--- src/rtl/vertex_normal_generator_assert.svh ---
// Assertion macros used by the vng_ctrl module.
`ifndef VERTEX_NORMAL_GENERATOR_ASSERT_SVH
`define VERTEX_NORMAL_GENERATOR_ASSERT_SVH

// Same-cycle implication, checked on every clock outside reset.
`define VNG_ASSERT_NOW(lbl, ante, cons, msg) \
    lbl: assert property (@(posedge i_clk) disable iff (!i_rst_n) (ante) |-> (cons)) \
        else $error(msg);

// Next-cycle implication, checked on every clock outside reset.
`define VNG_ASSERT_NXT(lbl, ante, cons, msg) \
    lbl: assert property (@(posedge i_clk) disable iff (!i_rst_n) (ante) |=> (cons)) \
        else $error(msg);

`endif

--- src/rtl/vng_pkg.sv ---
package vng_pkg;

    localparam int VERTEX_SLOTS = 1024;
    localparam int SUM_WIDTH    = 48;
    localparam int ADDR_W       = (VERTEX_SLOTS > 1) ? $clog2(VERTEX_SLOTS) : 1;

    localparam int SLOT_W  = 10;
    localparam int POS_W   = 16;
    localparam int PFULL_W = 3 * POS_W;
    localparam int EDGE_W  = POS_W + 1;
    localparam int PROD_W  = 2 * EDGE_W;
    localparam int FACE_W  = PROD_W + 1;
    localparam int MAG_LIM = 30;
    localparam int SQP_W   = 2 * MAG_LIM;
    localparam int Q_W     = SQP_W + 2;
    localparam int ROOT_W  = Q_W / 2;
    localparam int REM_W   = ROOT_W + 1;
    localparam int SQRT_STEPS = ROOT_W;
    localparam int FRAC_W  = 14;
    localparam int QUO_W   = FRAC_W + 1;
    localparam int NUM_W   = MAG_LIM + FRAC_W + 1;
    localparam int DREM_W  = ROOT_W;
    localparam int NRM_W   = 16;
    localparam int STEP_W  = 6;

    localparam logic [STEP_W-1:0] POS_LAST  = STEP_W'(3);
    localparam logic [STEP_W-1:0] MUL_LAST  = STEP_W'(6);
    localparam logic [STEP_W-1:0] SQ_LAST   = STEP_W'(3);
    localparam logic [STEP_W-1:0] SQRT_LAST = STEP_W'(SQRT_STEPS - 1);
    localparam logic [STEP_W-1:0] DIV_LAST  = STEP_W'(QUO_W);
    localparam logic [1:0]        COMP_LAST = 2'd2;

    typedef enum logic [1:0] {
        ACT_LOAD = 2'd0,
        ACT_TRI  = 2'd1,
        ACT_READ = 2'd2,
        ACT_NOP  = 2'd3
    } t_action;

    typedef enum logic [4:0] {
        S_IDLE, S_DISPATCH, S_LOAD, S_POS_RD, S_MUL, S_ACC_RD, S_ACC_WR,
        S_SUM_RD, S_SUM_CAP, S_SHIFT, S_SQ, S_SQRT, S_LEN_CHK, S_DIV,
        S_RES_OUT, S_ZERO_OUT
    } t_state;

    typedef enum logic [3:0] {
        OP_NONE, OP_LOAD, OP_POS_RD, OP_MUL, OP_ACC_RD, OP_ACC_WR, OP_SUM_RD,
        OP_SUM_CAP, OP_SHIFT, OP_SQ, OP_SQRT, OP_DIV, OP_OUT, OP_OUT_ZERO
    } t_dp_op;

    typedef struct packed {
        t_dp_op            op;
        logic [STEP_W-1:0] step;
        logic [1:0]        comp;
    } t_cmd;

    typedef struct packed {
        logic [1:0] action;
        logic       slot_ok;
        logic       corners_ok;
        logic       big;
        logic       len_zero;
        logic       out_full;
    } t_status;

    typedef struct packed {
        logic [1:0]              action;
        logic [SLOT_W-1:0]       vertex_slot;
        logic signed [POS_W-1:0] pos_x;
        logic signed [POS_W-1:0] pos_y;
        logic signed [POS_W-1:0] pos_z;
        logic [SLOT_W-1:0]       corner_a;
        logic [SLOT_W-1:0]       corner_b;
        logic [SLOT_W-1:0]       corner_c;
    } t_item;

    typedef struct packed {
        logic [SLOT_W-1:0]       out_slot;
        logic signed [NRM_W-1:0] normal_x;
        logic signed [NRM_W-1:0] normal_y;
        logic signed [NRM_W-1:0] normal_z;
        logic                    zero_length;
    } t_result;

    function automatic logic slot_ok(logic [SLOT_W-1:0] s);
        return 32'(s) < 32'(VERTEX_SLOTS);
    endfunction

    function automatic logic [ADDR_W-1:0] slot_addr(logic [SLOT_W-1:0] s);
        logic [31:0] w;
        w = 32'(s);
        return w[ADDR_W-1:0];
    endfunction

    // Add a face component with clamping to the signed accumulator range.
    function automatic logic [SUM_WIDTH-1:0] sat_add(logic [SUM_WIDTH-1:0] acc,
                                                     logic [FACE_W-1:0] f);
        logic signed [SUM_WIDTH:0] s;
        s = $signed({acc[SUM_WIDTH-1], acc}) + (SUM_WIDTH+1)'($signed(f));
        if (s[SUM_WIDTH] != s[SUM_WIDTH-1]) begin
            return s[SUM_WIDTH] ? {1'b1, {(SUM_WIDTH-1){1'b0}}}
                                : {1'b0, {(SUM_WIDTH-1){1'b1}}};
        end
        return s[SUM_WIDTH-1:0];
    endfunction

    function automatic logic [SUM_WIDTH-1:0] mag(logic [SUM_WIDTH-1:0] v);
        return v[SUM_WIDTH-1] ? (~v + SUM_WIDTH'(1)) : v;
    endfunction

endpackage

--- src/rtl/vng_ctrl.sv ---
module vng_ctrl (
    input  logic             i_clk,
    input  logic             i_rst_n,
    input  logic             i_accept,
    output logic             o_in_ready,
    input  vng_pkg::t_status i_st,
    output vng_pkg::t_cmd    o_cmd
);
    import vng_pkg::*;

    t_state            r_state, n_state;
    logic [STEP_W-1:0] r_step, n_step;
    logic [1:0]        r_comp, n_comp;

    always_ff @(posedge i_clk) begin
        if (!i_rst_n) begin
            r_state <= S_IDLE;
            r_step  <= '0;
            r_comp  <= '0;
        end else begin
            r_state <= n_state;
            r_step  <= n_step;
            r_comp  <= n_comp;
        end
    end

    // Next state
    always_comb begin
        n_state = r_state;
        case (r_state)
            S_IDLE:     if (i_accept) n_state = S_DISPATCH;
            S_DISPATCH: begin
                case (t_action'(i_st.action))
                    ACT_LOAD: n_state = i_st.slot_ok ? S_LOAD : S_IDLE;
                    ACT_TRI:  n_state = i_st.corners_ok ? S_POS_RD : S_IDLE;
                    ACT_READ: n_state = i_st.slot_ok ? S_SUM_RD : S_ZERO_OUT;
                    default:  n_state = S_IDLE;
                endcase
            end
            S_LOAD:     n_state = S_IDLE;
            S_POS_RD:   if (r_step == POS_LAST) n_state = S_MUL;
            S_MUL:      if (r_step == MUL_LAST) n_state = S_ACC_RD;
            S_ACC_RD:   n_state = S_ACC_WR;
            S_ACC_WR:   n_state = (r_comp == COMP_LAST) ? S_IDLE : S_ACC_RD;
            S_SUM_RD:   n_state = S_SUM_CAP;
            S_SUM_CAP:  n_state = S_SHIFT;
            S_SHIFT:    if (!i_st.big) n_state = S_SQ;
            S_SQ:       if (r_step == SQ_LAST) n_state = S_SQRT;
            S_SQRT:     if (r_step == SQRT_LAST) n_state = S_LEN_CHK;
            S_LEN_CHK:  n_state = i_st.len_zero ? S_ZERO_OUT : S_DIV;
            S_DIV:      if (r_step == DIV_LAST && r_comp == COMP_LAST) n_state = S_RES_OUT;
            S_RES_OUT:  if (!i_st.out_full) n_state = S_IDLE;
            S_ZERO_OUT: if (!i_st.out_full) n_state = S_IDLE;
            default:    n_state = S_IDLE;
        endcase
    end

    // Step and component counters; step clears on a state change
    always_comb begin
        n_step = (n_state != r_state) ? '0 : r_step + STEP_W'(1);
        n_comp = r_comp;
        case (r_state)
            S_MUL:    n_comp = '0;
            S_ACC_WR: n_comp = r_comp + 2'd1;
            S_LEN_CHK: n_comp = '0;
            S_DIV: begin
                if (r_step == DIV_LAST) begin
                    n_step = '0;
                    n_comp = r_comp + 2'd1;
                end
            end
            default: n_comp = r_comp;
        endcase
    end

    // Outputs
    always_comb begin
        o_cmd.op   = OP_NONE;
        o_cmd.step = r_step;
        o_cmd.comp = r_comp;
        o_in_ready = 1'b0;
        case (r_state)
            S_IDLE:     o_in_ready = 1'b1;
            S_LOAD:     o_cmd.op = OP_LOAD;
            S_POS_RD:   o_cmd.op = OP_POS_RD;
            S_MUL:      o_cmd.op = OP_MUL;
            S_ACC_RD:   o_cmd.op = OP_ACC_RD;
            S_ACC_WR:   o_cmd.op = OP_ACC_WR;
            S_SUM_RD:   o_cmd.op = OP_SUM_RD;
            S_SUM_CAP:  o_cmd.op = OP_SUM_CAP;
            S_SHIFT:    if (i_st.big) o_cmd.op = OP_SHIFT;
            S_SQ:       o_cmd.op = OP_SQ;
            S_SQRT:     o_cmd.op = OP_SQRT;
            S_DIV:      o_cmd.op = OP_DIV;
            S_RES_OUT:  if (!i_st.out_full) o_cmd.op = OP_OUT;
            S_ZERO_OUT: if (!i_st.out_full) o_cmd.op = OP_OUT_ZERO;
            default:    o_cmd.op = OP_NONE;
        endcase
    end

`include "vertex_normal_generator_assert.svh"
    `VNG_ASSERT_NXT(a_accept_dispatch, i_accept, r_state == S_DISPATCH, "accept lost")
    `VNG_ASSERT_NXT(a_sqrt_done, r_state == S_SQRT && r_step == SQRT_LAST, r_state == S_LEN_CHK, "sqrt length wrong")
    `VNG_ASSERT_NOW(a_out_free, o_cmd.op == OP_OUT || o_cmd.op == OP_OUT_ZERO, !i_st.out_full, "result overwritten")

endmodule

--- config.mk ---
export PLATFORM = sky130hd
export DESIGN_NAME = vng_ctrl
export DESIGN_NICKNAME = d
export VERILOG_FILES = /design/src/rtl/vng_pkg.sv /design/src/rtl/vng_ctrl.sv
export VERILOG_INCLUDE_DIRS = /design/src /design/src/rtl
export SDC_FILE = /design/constraint.sdc
export NUM_CORES = 1
export LEC_CHECK = 0
export BUFFER_PORTS_ARGS = -buffer_cell sky130_fd_sc_hd__buf_2
export CAP_MARGIN = 40
export CORE_AREA = 4 4 65 67
export CTS_BUF_LIST = sky130_fd_sc_hd__clkbuf_2 sky130_fd_sc_hd__clkbuf_4 sky130_fd_sc_hd__clkbuf_8
export CTS_CLUSTER_SIZE = 24
export DETAILED_ROUTE_END_ITERATION = 6
export DIE_AREA = 0 0 69 71
export MAX_ROUTING_LAYER = met4
export PLACE_DENSITY_LB_ADDON = 0.3
export RECOVER_POWER = 25
export SLEW_MARGIN = 20
export SYNTH_ARGS = -nofsm -noshare
export SYNTH_HDL_FRONTEND = slang
export SYNTH_SLANG_ARGS = --single-unit
--- constraint.sdc ---
create_clock -name i_clk -period 2.7 [get_ports i_clk]
set_input_delay 0.27 -clock i_clk [delete_from_list [all_inputs] [get_ports i_clk]]
set_output_delay 0.27 -clock i_clk [all_outputs]
set_load 0.02 [all_outputs]
* After elaboration in Yosys (flattened, before gate mapping)
Cells that the tools add are included.
Storage, ports and cells: bits in registers 13, input port bits 10, logic and storage cells 61, output and inout port bits 13
Cells by class: equality and inequality tests 24, $add $sub $neg 2, reductions and logical operators 7, mux-type cells 25
Operators with widths (count):
- $pmux 5 s14 | 1
- $pmux 4 s13 | 1
- $eq 5x4->1 const B | 8
- $mux 5 | 8
- $eq 5x3->1 const B | 4
- $mux 6 | 3
- $mux 4 | 4
- $pmux 4 s3 | 1
- $eq 5x2->1 const B | 2
- $mux 2 | 4
- $add 6x1->6 const B | 1
- $eq 6x2->1 const B | 1
- $eq 6x3->1 const B | 1
- $eq 6x4->1 const B | 1
- $eq 6x5->1 const B | 1
- $pmux 2 s3 | 1
- $eq 5x1->1 const B | 1
- $logic_not 5->1 | 1
- $ne 5x5->1 | 1
- $eq 2x2->1 const B | 2
- $reduce_or 2->1 | 2
- $mux 3 | 1
- $reduce_bool 3->1 | 1
- $add 2x1->2 const B | 1
- other kinds (6) | 6

* Longest topological paths before layout
Gate-level depths: netlist (run 1).
depth in word-level cells 8, mapped depth 8, mapped depth without buffers 8

* Worst setup path before layout (run 1)
OpenSTA, ideal clock, no wires.
kind flip-flop to flip-flop, from reg r_step[0], to reg r_step[2], required time 2569 ps, cell stages (with the launch flop) 9, period minus slack after synthesis 2280 ps, setup slack 420 ps, setup time 131 ps, buffers on the path 0, arrival time 2149 ps, cell sequence dfxtp_1 inv_1 ha_1 and3_1 and4_1 or3_4 or3_4 o221ai_2 nor3_1
Between the ends: cells in the longest elaborated chain, start to end 8, elaborated cells between the ends (all ways) 16, classes of those cells add/sub: 1; eq/ne: 5; mux: 9; reduce/logical: 1
Ends and longest elaborated chain:
- start: declaration | line vng_ctrl.sv:12 | logic [STEP_W-1:0] r_step, n_step;
- start signal: assignment | line vng_ctrl.sv:22 | r_step <= n_step;
- $eq 6x4->1 | line vng_ctrl.sv:51, vng_ctrl.sv:67
- $logic_and 1x1->1 | line vng_ctrl.sv:51 | S_DIV: if (r_step == DIV_LAST && r_comp == COMP_LAST) n_state = S_RES_OUT;
- $mux 5 | line vng_ctrl.sv:51
- $pmux 5 s14 | line vng_ctrl.sv:30 | case (r_state)
- $ne 5x5->1 | line vng_ctrl.sv:60 | n_step = (n_state != r_state) ? '0 : r_step + STEP_W'(1);
- $mux 6 | line vng_ctrl.sv:60
- $mux 6 | line vng_ctrl.sv:67 | if (r_step == DIV_LAST) begin
- $mux 6 * | line vng_ctrl.sv:62 | case (r_state)
Mark *: on every way between the ends. The rest lies on a longest branch, timed or not. A chain may end at the register's enable or synchronous reset.

* Final worst setup path (run 1)
from reg r_state[2], to reg r_step[4]
Between the ends: cells in the longest elaborated chain, start to end 7, elaborated cells between the ends (all ways) 29, classes of those cells eq/ne: 15; mux: 12; reduce/logical: 2
Ends and longest elaborated chain:
- start: declaration | line vng_ctrl.sv:11 | t_state r_state, n_state;
- start signal: assignment | line vng_ctrl.sv:21 | r_state <= n_state;
- $eq 5x4->1 | line vng_ctrl.sv:30
- $reduce_or 2->1 (no line)
- $pmux 5 s14 | line vng_ctrl.sv:30
- $ne 5x5->1 | line vng_ctrl.sv:60
- $mux 6 | line vng_ctrl.sv:60
- $mux 6 | line vng_ctrl.sv:67
- $mux 6 * | line vng_ctrl.sv:62
Marked as above.

==> flow_summary.json, run 1 <==
{
  "status": "finished clean",
  "cts_buffer_depth": 2,
  "ys_ff_latch": 13,
  "min_period_ns": 2.41,
  "coreArea_um2": 3630,
  "min-delay-start": "i_rst_n",
  "viasPerCell": 5.53,
  "placed_area_um2": 1280,
  "crit_fanout": 21,
  "num_vias": 1205,
  "antenna_cells": 0,
  "multiInputGateArea_um2": 798,
  "startpoint": "r_state[2]$_SDFF_PN0_",
  "synth_ff_type": "dfxtp_1",
  "areaGrowthSynthToFinish_pct": 18.6,
  "hold_slack_ns": 0.315,
  "ant_nets": 0,
  "fill_cells": 398,
  "worstSetupPathType": "flop to flop",
  "synth_edf_count": 0,
  "cts-root-buf": "clkbuf_8",
  "share_comb_of_total_power_pct": 14.6,
  "postSynthCellCount": 147,
  "ys_warn_count": 0,
  "cts.clk_slew.worst_paths_ns": 0.05,
  "post-dp-hpwl_mm": 2.41,
  "fp.dieArea_um2": 4900,
  "worstPathArrival_ns": 2.52,
  "hold_viol_final": 0,
  "setup_viol": 0,
  "yosysMostFrequentCell": "dfxtp_1",
  "internal_power_uw": 338,
  "gp_congestion": 0.950,
  "p_sw_share_pct": 24.7,
  "die_y_um": 71,
  "drive_gt1_share_pct": 18.2,
  "cts_tree": "yes",
  "grt_remaining_overflow": 0,
  "die_w_um": 69,
  "nNetsFinal": 184,
  "drcViolationCount": 0,
  "synth_common_cells": "13 x dfxtp_1, 12 x nand2_1, 10 x nor3_1",
  "synth.area.top_cells": "dfxtp_1 23%, nor3_1 4.5%, nand2_1 4.0%",
  "grt_pass1_vias": 1074,
  "worst_slack_ns": 0.289,
  "fin_area_um2": 1330,
  "max_freq_mhz": 415,
  "grtUsageTotal_pct": 13.1,
  "post-route-util_pct": 36.5,
  "cts_resized": 0,
  "crit_required_ns": 2.81,
  "antenna_found_initial": 0,
  "num_rows": 22,
  "pin_count": 23,
  "hp-class": "input port to flop",
  "yosysTopAreaCell": "dfxtp_1",
  "cap_viol_max_count": 0,
  "min_path_cells": 2,
  "start_util_pct": 30.8,
  "slew_violations": 0,
  "power_density_nw_per_um2": 338,
  "synth_cell_types": 50,
  "synthArstFlopShare_pct": 0,
  "pwr-share-clk_pct": 39.9,
  "syn-num-nets": 160,
  "period_share_pct": 89.3,
  "grt_max_degree": 22,
  "power_switching_uw": 111,
  "numCtsBuffers": 3,
  "wire_per_inst_um": 14.4,
  "post-cts-setup-buffers": 0,
  "seqPwrFrac_pct": 45.5,
  "grt_pass1_wl_mm": 5.26,
  "synth_top_area_share_pct": 23.3,
  "dpl_worst_slack_ns": 0.334,
  "critPathCaptureType": "flop",
  "numPortBuffers": 22,
  "rsz0062_at_grt": "no",
  "slew_headroom_pct": 56.1,
  "ir_worst_vdd_v": 0.000159,
  "h-tree-depth": 1,
  "start_kind": "flop",
  "register_area_um2": 260,
  "r2r_start": "r_state[2]$_SDFF_PN0_",
  "drtIter0Drc": 120,
  "worstMarginPinSlew_ns": 0.658,
  "cts_sinks": 13,
  "ys_seq_area_share_pct": 23.3,
  "p_leak_nw": 0.502,
  "clock_latency_ns": 0.24,
  "ff2ff_path_depth": 6,
  "synth_area_um2": 1120,
  "postSynthAreaPerCell_um2": 7.61,
  "tns_ns": 0,
  "first_pass_iters": 4,
  "routed_wl_mm": 3.15,
  "hold_buffers": 0,
  "finalClockSkew_ns": 0.000812
}
routing by layer:
metal  track usage, %  share of wire, %  vias to the layer above
met5                -                 0                        -
met4             3.47              0.25                        0
met3             2.27               5.7                        2
met2             20.2                46                       38
met1             17.6                48                      571
li1                 -                 -                      594
placed cells by master (no fill, tap or decap), types with 3 or more instances in the layout:
master and instances:
nor2b_1 6, buf_2 16, a211o_1 3, nand2_1 12
o21ai_1 3, ha_1 3, nand3_1 5, and4_1 3
xnor2_1 3, a21oi_1 7, clkbuf_8 3, clkbuf_1 6
nor2_1 8, o21ai_0 5, inv_1 5, nand2b_1 5
a21boi_0 5, and3_1 4, dfxtp_1 13, buf_4 5
nor3_1 10
through the flow:
step | power [mW] | cells
after floorplan | 0.247 | 147
after global placement | 0.272 | 214
after global routing | 0.471 | 218
after CTS | 0.455 | 218
final | 0.448 | 218
after detailed placement | 0.273 | 214
layout make-up:
| class | count | area share (%) |
|---|---|---|
| clock buffer | 4 | 3.68 |
| inverter | 5 | 1.42 |
| multi-input combinational | 121 | 60.2 |
| sequential | 13 | 19.6 |
| tap | 48 | 4.53 |
| timing repair buffer | 27 | 10.6 |
sequential cells by signal, indices dropped and copies added (netlist names):
name,flops
r_state,5
r_step,6
r_comp,2
power by group through the flow:
stage	logic, mW	registers, mW	clock network, mW
after detailed placement	0.0656	0.208	0
after global placement	0.0646	0.207	0
final	0.0653	0.204	0.179
after CTS	0.0659	0.204	0.186
after global routing	0.0729	0.204	0.193
after floorplan	0.0415	0.205	0
final timing paths:
kind                            endpoint  slack [ns]
setup / recovery    r_step[4]$_SDFF_PN0_        0.29
hold / removal     r_state[3]$_SDFF_PN0_        0.31
setup reg to reg    r_step[4]$_SDFF_PN0_        0.29
hold reg to reg   r_comp[1]$_SDFFE_PN0P_        0.47
worst max-delay path: stages, from the launching register on:
cell	delay (ns)
dfxtp_1	0.74
nor3_2	0.13
and4b_4	0.24
or3_4	0.41
or3_4	0.35
o221ai_2	0.31
nor3_1	0.11
logic make-up after synthesis:
logic type | count (synthesis) | synth area share (%)
simple gates | 71 | 37.8
compound gates | 41 | 26.0
buf+inv | 13 | 5.37
flops | 13 | 23.3
xor+xnor | 5 | 3.92
fa+ha+maj | 3 | 3.36
other cells | 1 | 0.335
(Power assumes the default switching activity.)
==> run 2, diff against run 1 <==
BUFFER_PORTS_ARGS = not set   (was -buffer_cell sky130_fd_sc_hd__buf_2)
DONT_BUFFER_PORTS = 1   (was not set)
clock period = 2.75 ns   (was 2.7 ns; I/O delays follow)
==> run 2 against run 1 <==
Sequential share of layout area rose by 1.4 points; global-route usage rose by 0.96 points; via count fell by 5.8%; critical path depth did not move; wire length rose by 4.0%; worst setup slack improved by 0.071 ns; final cell count fell by 9.2%.
==> flow_summary.json, run 2 (synthesized netlist as in run 1, its figures left out) <==
{
  "grt_util_met2_pct": 22.7,
  "power_density_nw_per_um2": 348,
  "die_w_um": 69,
  "drive_gt1_share_pct": 11.3,
  "fp.dieArea_um2": 4900,
  "finalClockSkew_ns": 0.000515,
  "crit_required_ns": 2.86,
  "grt_remaining_overflow": 0,
  "tns_ns": 0,
  "ir_worst_vdd_v": 0.000191,
  "rsz0062_at_grt": "no",
  "grt_pass1_wl_mm": 5.49,
  "start_util_pct": 30.8,
  "grt_max_degree": 22,
  "largestRegisters": "r_step x6, r_state x5, r_comp x2",
  "period_share_pct": 86.9,
  "worstPathArrival_ns": 2.50,
  "worstMarginPinSlew_ns": 0.724,
  "num_rows": 22,
  "drcViolationCount": 0,
  "gr-usage-met1_pct": 16.1,
  "cts_buffer_depth": 2,
  "drtIter0Drc": 87,
  "cts-root-buf": "clkbuf_8",
  "p_leak_nw": 0.432,
  "ff2ff_path_depth": 6,
  "cts.clk_slew.worst_paths_ns": 0.05,
  "h-tree-depth": 1,
  "nNetsFinal": 164,
  "status": "finished clean",
  "coreArea_um2": 3630,
  "ant_nets": 0,
  "hold_viol_final": 0,
  "use_met3_pct": 3.69,
  "ff2ff_setup_slack_ns": 0.36,
  "cts_sinks": 13,
  "viasPerCell": 5.73,
  "crit_fanout": 21,
  "antenna_found_initial": 0,
  "slew_headroom_pct": 51.5,
  "areaGrowthSynthToFinish_pct": 10.7,
  "routed_wl_mm": 3.27,
  "cts_tree": "yes",
  "clock_latency_ns": 0.24,
  "final_cell_mix": "13 x dfxtp_1, 12 x nand2_1, 10 x nor3_1",
  "hold_buffers": 0,
  "antenna_cells": 0,
  "pin_count": 23,
  "min-delay-start": "i_rst_n",
  "max_freq_mhz": 418,
  "numPortBuffers": 0,
  "r2r_end": "r_step[2]$_SDFF_PN0_",
  "min_path_cells": 1,
  "worstSetupPathType": "flop to flop",
  "grt_pass1_vias": 1171,
  "num_vias": 1135,
  "numCtsBuffers": 3,
  "start_kind": "flop",
  "setup_viol": 0,
  "slew_violations": 0,
  "layout_commonest_cell": "dfxtp_1",
  "grt.busiest_layer": "met2",
  "min_period_ns": 2.39,
  "cap_viol_max_count": 0,
  "hp-class": "input port to flop",
  "p_total_uw": 431,
  "timing.hold.worst_endpoint": "r_state[0]$_SDFF_PN0_",
  "post-dp-hpwl_mm": 2.61,
  "grtUsageTotal_pct": 14.1,
  "largest_reg_flops": 6,
  "top_register": "r_step",
  "gp_congestion": 0.969,
  "cts_resized": 0,
  "wire_per_inst_um": 16.5,
  "post-cts-setup-buffers": 0,
  "critPathCaptureType": "flop",
  "r2r_start": "r_state[2]$_SDFF_PN0_",
  "first_pass_iters": 5,
  "die_y_um": 71
}
-- run 2: cell types whose count changed in the layout (fill, tap and decap cells not counted) --
cell and delta:
buf_2 -16, clkbuf_1 -6, buf_4 +2
-- run 2: cell type report --
type / count / area (um2)
Sequential cell: 13 / 260
Multi-Input combinational cell: 121 / 798
Tap cell: 48 / 60.1
Fill cell: 411 / 2390
Inverter: 5 / 18.8
Clock buffer: 4 / 48.8
Timing Repair Buffer: 7 / 52.6
-- run 2: report_power, final --
part	leakage [nW]	internal [mW]	switching (mW)
Sequential	0.105	0.192	0.00644
Clock	0.0262	0.112	0.0633
Combinational	0.300	0.0235	0.0332
Total	0.432	0.328	0.103
-- run 2: stage by stage --
step / util, % / cells / setup slack, ns / hold WS [ns] / instance area [um2]
after floorplan: - / 147 / 0.470 / 0.392 / 1120
after global placement: 32.7 / 194 / 0.474 / 0.408 / 1190
after detailed placement: 32.7 / 194 / 0.396 / 0.402 / 1190
after CTS: 34.1 / 198 / 0.390 / 0.149 / 1240
after global routing: 34.1 / 198 / 0.198 / 0.153 / 1240
final: 34.1 / 198 / 0.360 / 0.153 / 1240
-- run 2: critical path, stage by stage, from the launching register on --
cell	delay [ns]
dfxtp_1	0.73
nor3_2	0.12
and4b_4	0.24
or3_4	0.41
or3_4	0.35
o221ai_2	0.32
nor3_1	0.10
-- run 2: metal layers --
metal | share of wire [%] | routed length [um]
met1 | 45 | 1470
met5 | 0 | 0
met4 | 2.4 | 79
met2 | 47 | 1530
met3 | 5.7 | 188
-- run 2: worst max-delay path by stage --
stage	cells past startpoint	startpoint	end
4_1_cts	6	r_state[2]$_SDFF_PN0_	r_step[4]$_SDFF_PN0_
2_1_floorplan	8	r_step[0]$_SDFF_PN0_	r_step[2]$_SDFF_PN0_
3_5_place_dp	6	r_state[2]$_SDFF_PN0_	r_step[4]$_SDFF_PN0_
3_3_place_gp	6	r_state[2]$_SDFF_PN0_	r_step[4]$_SDFF_PN0_
5_1_grt	7	r_step[1]$_SDFF_PN0_	r_step[2]$_SDFF_PN0_
6_report	6	r_state[2]$_SDFF_PN0_	r_step[2]$_SDFF_PN0_
